$ cat config.mk
export PLATFORM = sky130hd
export DESIGN_NAME = vpp_queue
export DESIGN_NICKNAME = d
export VERILOG_FILES = /design/src/hdl/vpp_pkg.sv /design/src/hdl/vpp_queue.sv
export SDC_FILE = /design/constraint.sdc
export NUM_CORES = 1
export LEC_CHECK = 0
export CAP_MARGIN = 20
export CORE_MARGIN = 2
export CORE_UTILIZATION = 55
export DETAILED_ROUTE_END_ITERATION = 6
export DONT_BUFFER_PORTS = 1
export PLACE_DENSITY = 0.73
export SLEW_MARGIN = 20
export SYNTH_ARGS = -nofsm -noshare
export SYNTH_HDL_FRONTEND = slang
export SYNTH_SLANG_ARGS = --single-unit
$ cat constraint.sdc
create_clock -name clk -period 6.4 [get_ports clk]
set_clock_uncertainty 0.05 [all_clocks]
set_input_delay 1.28 -clock clk [delete_from_list [all_inputs] [get_ports clk]]
set_output_delay 1.28 -clock clk [all_outputs]
set_load 0.05 [all_outputs]
$ cat src/hdl/vpp_pkg.sv
// Shared types, widths, register codes and reset values for the vertex projection block.
// Used by every module of the block; depends on nothing.

package vpp_pkg;

    localparam int VTX_W     = 16;  // Q8.8 input coordinate
    localparam int COEF_W    = 16;  // Q4.12 matrix coefficient
    localparam int ROW_W     = 64;  // four coefficients per matrix row
    localparam int SIZE_W    = 13;  // screen size register
    localparam int CFG_IDX_W = 3;
    localparam int PROD_W    = 32;  // Q8.8 times Q4.12
    localparam int SUM_W     = 32;  // clamped Q12.20 sum
    localparam int FSUM_W    = 34;  // exact sum of three products and the offset
    localparam int NUM_W     = 40;  // dividend magnitude, sum times 256
    localparam int DEN_W     = 32;  // divisor magnitude
    localparam int ZNDC_W    = 20;  // undivided sum in Q12.8
    localparam int NDC_W     = 41;  // signed quotient at full width
    localparam int T_W       = 27;  // ndc + 1, clamped so that saturation is kept
    localparam int SPROD_W   = 41;  // clamped ndc times screen size
    localparam int OUT_W     = 16;
    localparam int LANES     = 3;   // x, y and z are divided by the same w
    localparam int QUEUE_DEPTH = 4;

    localparam logic [CFG_IDX_W-1:0] REG_ROW_X   = 3'd0;
    localparam logic [CFG_IDX_W-1:0] REG_ROW_Y   = 3'd1;
    localparam logic [CFG_IDX_W-1:0] REG_ROW_Z   = 3'd2;
    localparam logic [CFG_IDX_W-1:0] REG_ROW_OFS = 3'd3;
    localparam logic [CFG_IDX_W-1:0] REG_SCR_W   = 3'd4;
    localparam logic [CFG_IDX_W-1:0] REG_SCR_H   = 3'd5;

    localparam logic [ROW_W-1:0]  ROW_X_RESET   = 64'h0000_0000_0000_0F00;
    localparam logic [ROW_W-1:0]  ROW_Y_RESET   = 64'h0000_0000_1000_0000;
    localparam logic [ROW_W-1:0]  ROW_Z_RESET   = 64'h1000_1000_0000_0000;
    localparam logic [ROW_W-1:0]  ROW_OFS_RESET = 64'h0000_FE66_0000_0000;
    localparam logic [SIZE_W-1:0] SCR_W_RESET   = 13'd256;
    localparam logic [SIZE_W-1:0] SCR_H_RESET   = 13'd240;

    // One transformed vertex as it waits between the front and the back.
    typedef struct packed {
        logic signed [SUM_W-1:0] sum_x;
        logic signed [SUM_W-1:0] sum_y;
        logic signed [SUM_W-1:0] sum_z;
        logic signed [SUM_W-1:0] sum_w;
        logic                    sat;
    } xform_t;

    function automatic logic signed [COEF_W-1:0] coef(input logic [ROW_W-1:0] row,
                                                      input int k);
        return row[COEF_W*k +: COEF_W];
    endfunction

endpackage

$ cat src/hdl/vpp_queue.sv
// Short first-in first-out queue of transformed vertices between front and back.
// Depends on vpp_pkg.

module vpp_queue
#(
    parameter int Depth = vpp_pkg::QUEUE_DEPTH
)
(
    input  logic            clk,
    input  logic            rst_n,
    input  logic            push,
    input  vpp_pkg::xform_t push_data,
    output logic            full,
    input  logic            pop,
    output vpp_pkg::xform_t pop_data,
    output logic            empty
);

    localparam int PTR_W = (Depth > 1) ? $clog2(Depth) : 1;
    localparam int CNT_W = $clog2(Depth + 1);

    vpp_pkg::xform_t    mem_reg [Depth];
    logic [PTR_W-1:0]   wr_ptr_reg;
    logic [PTR_W-1:0]   rd_ptr_reg;
    logic [CNT_W-1:0]   count_reg;
    logic               do_push;
    logic               do_pop;

    assign full     = (count_reg == CNT_W'(Depth));
    assign empty    = (count_reg == '0);
    assign do_push  = push && !full;
    assign do_pop   = pop && !empty;
    assign pop_data = mem_reg[rd_ptr_reg];

    function automatic logic [PTR_W-1:0] wrap_inc(input logic [PTR_W-1:0] p);
        return (p == PTR_W'(Depth - 1)) ? '0 : p + 1'b1;
    endfunction

    always_ff @(posedge clk or negedge rst_n)
    begin
        if (!rst_n)
        begin
            wr_ptr_reg <= '0;
            rd_ptr_reg <= '0;
            count_reg  <= '0;
        end
        else
        begin
            if (do_push)
                wr_ptr_reg <= wrap_inc(wr_ptr_reg);
            if (do_pop)
                rd_ptr_reg <= wrap_inc(rd_ptr_reg);
            if (do_push && !do_pop)
                count_reg <= count_reg + 1'b1;
            else if (do_pop && !do_push)
                count_reg <= count_reg - 1'b1;
        end
    end

    always_ff @(posedge clk)
    begin
        if (do_push)
            mem_reg[wr_ptr_reg] <= push_data;
    end

endmodule

==> flow_summary.ini, run 1 <==
[sta]
rsz0062_at_grt = no
worst_pin_slew_ns = 1.16
fin_ws_ns = 2.05
finalCritPeriodShare = 0.680
relSlewSlack = 0.221
tns_ns = 0
fin_hold_ws_ns = 0.364
final_hold_viol_count = 0
setup_viol = 0
drv_slew = 0
layout_min_cycle_time_ns = 4.35
fmax_mhz = 230

[setup_path]
end_kind = primary output
path_class = flip-flop to primary output
path_max_fanout = 40
required_ns = 5.07
start_kind = flip-flop
cp_data_arrival_time_ns = 3.02

[die]
die_h_um = 190
core_area_um2 = 34300
std_cell_rows = 68
dieArea_um2 = 36100
dieWidth_um = 190
ioPinCount = 264
start_util = 0.556

[logic_synthesis]
yosys_warnings = 0
netlist_instances = 711
synth_top_flop_cell = edfxtp_1
synth.distinct_cells = 22
postSynthNetCount = 851
ys_seq_area_frac = 0.822
ys_ff_latch = 523
synth_edf_count = 516
async_reset_ff_frac = 0.0134
netlist_area_um2 = 19100
synth.avg_cell_area_um2 = 26.8

[cts]
cts_setup_buffers = 0
htreeDepth = 2
clk_pin_slew_ns = 0.06
cts_resized = 0
numCtsBuffers = 50
root_buffer = clkbuf_16
clk_latency_ns = 0.55
holdBufCountCts = 0
cts.sinks = 523
clockBufferDepth = 3
tritoncts = done

[place]
gp_congestion = 0.747
portBuffers = 0
dpl.hpwl_mm = 20.7
dp_cells = 1151
preCtsSetupSlack_ns = 2.52

[detailed_routing]
drt-pass1-iter-count = 5
via_count = 7452
drcViolationCount = 0
wire_per_inst_um = 26.8
drtIter0Drc = 490
drt-vias-per-instance = 6.00
drt_wl_total_mm = 33.3
ant_nets = 0

[min_path]
hold_path_class = input port to async pin

[global_routing]
grt_pass1_vias = 8044
overflow = 0
grt_max_degree = 64
antenna_found_initial = 0
track_usage = 0.185
grt_pass1_wl_mm = 49.4

[final_layout]
layout_commonest_cell = edfxtp_1
fin_nets = 888
drive_above_1_share = 0.291
final_cell_mix = edfxtp_1 (516), mux4_2 (129), clkbuf_16 (51)
largest_reg_flops = 516
stdcell_count = 1243
syn_to_final_growth_pct = 11.3
diodes = 0

[job]
maxCapViolations = 0

[status]
status = complete, no violations
-- Yosys cell counts, drive strengths merged (2+ instances only) --
cell type  count  area, um^2
buf           28         213
mux4         129        2910
mux2           4        45.0
edfxtp       516       15500
nor3           2        10.0
dfrtp          7         175
xor2           2        17.5
nor2           3        11.3
inv            3        11.3
ha             6        75.1
and2           3        18.8
-- path summary, 6_finish.rpt --
path / slack (ns) / cells after the start / end / from
min reg2reg: 0.50 / 1 / count_reg[2] / count_reg[2]
min: 0.36 / 0 / count_reg[1] / rst_n
min in group clk: 0.50 / 1 / count_reg[2] / count_reg[2]
max in group asynchronous: 5.86 / 0 / rd_ptr_reg[1] / rst_n
max: 2.05 / 2 / pop_data[67] / rd_ptr_reg[0]
max reg2reg: 3.23 / 4 / mem_reg[1][56] / count_reg[0]
-- worst max-delay path: stages, from the launching register on --
cell	delay [ns]
dfrtp_4	0.89
buf_4	0.73
mux4_2	0.77
-- layer usage --
layer,vias to the layer above,global-route usage,wire [um]
li1,3161,-,-
met1,3969,0.228,12500
met2,279,0.314,17300
met3,43,0.0694,3020
met4,0,0.0435,516
met5,-,0,0
-- cell type report --
class | instances | area [um^2]
Multi-Input combinational cell | 156 | 3170
Clock inverter | 35 | 355
Tap cell | 455 | 569
Inverter | 3 | 11.3
Sequential cell | 523 | 15700
Timing Repair Buffer | 14 | 118
Fill cell | 2168 | 13100
Clock buffer | 57 | 1300
-- cells by family after synthesis --
group / count (synthesis) / share of synthesized area
AO/OA/AOI/OAI: 2 / 0.00105
XOR/XNOR: 3 / 0.00138
adder cells (fa/ha/maj): 7 / 0.00499
buffers and inverters: 32 / 0.0120
flip-flops: 523 / 0.822
multiplexers: 133 / 0.155
AND/OR/NAND/NOR: 11 / 0.00328
-- per-stage QoR --
stage               utilization  instance area (um^2)
detailed placement        0.570                 19500
global placement          0.570                 19500
finish                    0.618                 21200
global route              0.618                 21200
floorplan                     -                 19100
CTS                       0.618                 21200
Power of run 1 is left out: the tool's default activity adds up to more than one toggle a clock period on the data nets, which glitch-free logic cannot reach.
==> run 2: changes to the inputs <==
clock period = 3.85 ns   (was 6.4 ns; I/O delays follow)
==> run 2 against run 1 <==
Register-to-register slack got worse by 2.5 ns. First-iteration DRC count increased by 2.7%. Sequential share of layout area hardly changed. Routed wire length up 2.9%. Critical path depth unchanged. Setup slack worse by 1.5 ns. Via count decreased by 0.19%. Cell area is essentially flat. Core utilization is essentially flat. Largest cell class unchanged.
==> flow_summary.ini, run 2 (same netlist as run 1, synthesis figures left out) <==
[sta]
worst_pin_slew_ns = 0.964
layout_min_cycle_time_ns = 3.28
fin_hold_ws_ns = 0.242
tns_ns = 0
final_hold_viol_count = 0
setup_viol = 0
relSlewSlack = 0.357
finalCritPeriodShare = 0.853
fmax_mhz = 305
rsz0062_at_grt = no
drv_slew = 0
fin_ws_ns = 0.566

[detailed_routing]
ant_nets = 0
drcViolationCount = 0
drt-vias-per-instance = 6.01
drtIter0Drc = 503
drt-pass1-iter-count = 5
wire_per_inst_um = 27.7
drt_wl_total_mm = 34.3
via_count = 7438

[cts]
cts.sinks = 523
htreeDepth = 2
clk_pin_slew_ns = 0.07
cts_resized = 0
clockBufferDepth = 3
root_buffer = clkbuf_16
numCtsBuffers = 49
tritoncts = done
clk_latency_ns = 0.57

[setup_path]
start_kind = flip-flop
required_ns = 3.03
end_kind = primary output
r2r_start = count_reg[0]
cp_data_arrival_time_ns = 2.46
path_max_fanout = 53
path_class = flip-flop to primary output
reg2reg_slack_ns = 0.77
reg2reg_to = mem_reg[1][23]
reg2reg_depth = 5

[die]
start_util = 0.556
std_cell_rows = 68
ioPinCount = 264
die_h_um = 190
dieWidth_um = 190
dieArea_um2 = 36100
core_area_um2 = 34300

[min_path]
hold_path_class = input port to flip-flop
hp-start = push_data[15]
hold_depth = 0
hold_path_end = mem_reg[2][15]

[final_layout]
syn_to_final_growth_pct = 11.3
drive_above_1_share = 0.286
diodes = 0
largest_reg_flops = 516
layout_commonest_cell = edfxtp_1
final_cell_mix = edfxtp_1 (516), mux4_2 (129), clkbuf_16 (49)
fin_nets = 886

[place]
preCtsSetupSlack_ns = 0.764
gp_congestion = 0.762
portBuffers = 0
dpl.hpwl_mm = 20.1

[status]
status = complete, no violations

[global_routing]
grt_pass1_wl_mm = 51.3
grt_pass1_vias = 8033
antenna_found_initial = 0
overflow = 0
track_usage = 0.194
grt_max_degree = 103

[job]
maxCapViolations = 0
run 2: cell types whose count changed in the layout (fill, tap and decap cells not counted), sizes merged:
cell	delta
clkinv	-1
bufinv	-1
buf	-2
inv	-1
clkbuf	-3
dlygate4sd3	+1
clkinvlp	+2
run 2: worst max-delay path by stage:
stage                        startpoint        endpoint  slack [ns]  cells past startpoint
after CTS                 rd_ptr_reg[1]    pop_data[10]        0.53                      2
final                     rd_ptr_reg[1]    pop_data[76]        0.57                      2
after detailed placement   count_reg[2]   mem_reg[2][4]        0.76                      5
after global routing      rd_ptr_reg[0]    pop_data[80]        0.46                      2
after global placement     count_reg[2]  mem_reg[2][58]        0.94                      5
after floorplan                    push   mem_reg[3][0]        0.63                      2
run 2: area by class of cell:
class / instances / area (um^2)
clock buffer: 54 / 1240
clock inverter: 34 / 323
fill: 2182 / 13100
inverter: 3 / 11.3
multi-input combinational: 156 / 3170
sequential: 523 / 15700
tap: 455 / 569
timing repair buffer: 13 / 213
run 2: through the flow:
| step | instance area [um^2] | utilization | std cells |
|---|---|---|---|
| after floorplan | 19100 | - | 711 |
| after global placement | 19600 | 0.572 | 1148 |
| after detailed placement | 19600 | 0.572 | 1148 |
| after CTS | 21200 | 0.618 | 1237 |
| after global routing | 21200 | 0.619 | 1238 |
| final | 21200 | 0.619 | 1238 |
run 2: timing repair:
action | 4_1_cts | 5_1_grt
hold buffers | 1 | 0
hold endpoints to repair | 7 | 0
buffers inserted | 0 | 0
run 2: metal layers:
| layer | track usage | routed length [um] |
|---|---|---|
| met1 | 0.241 | 12400 |
| met2 | 0.316 | 17500 |
| met3 | 0.0802 | 3580 |
| met4 | 0.0564 | 769 |
| met5 | 0 | 0 |
run 2: worst max-delay path, stage by stage, from the launching register on:
cell and delay [ns]:
dfrtp_4 0.95, buf_12 0.34, mux4_2 0.53
Power of run 2 is left out for the same reason.
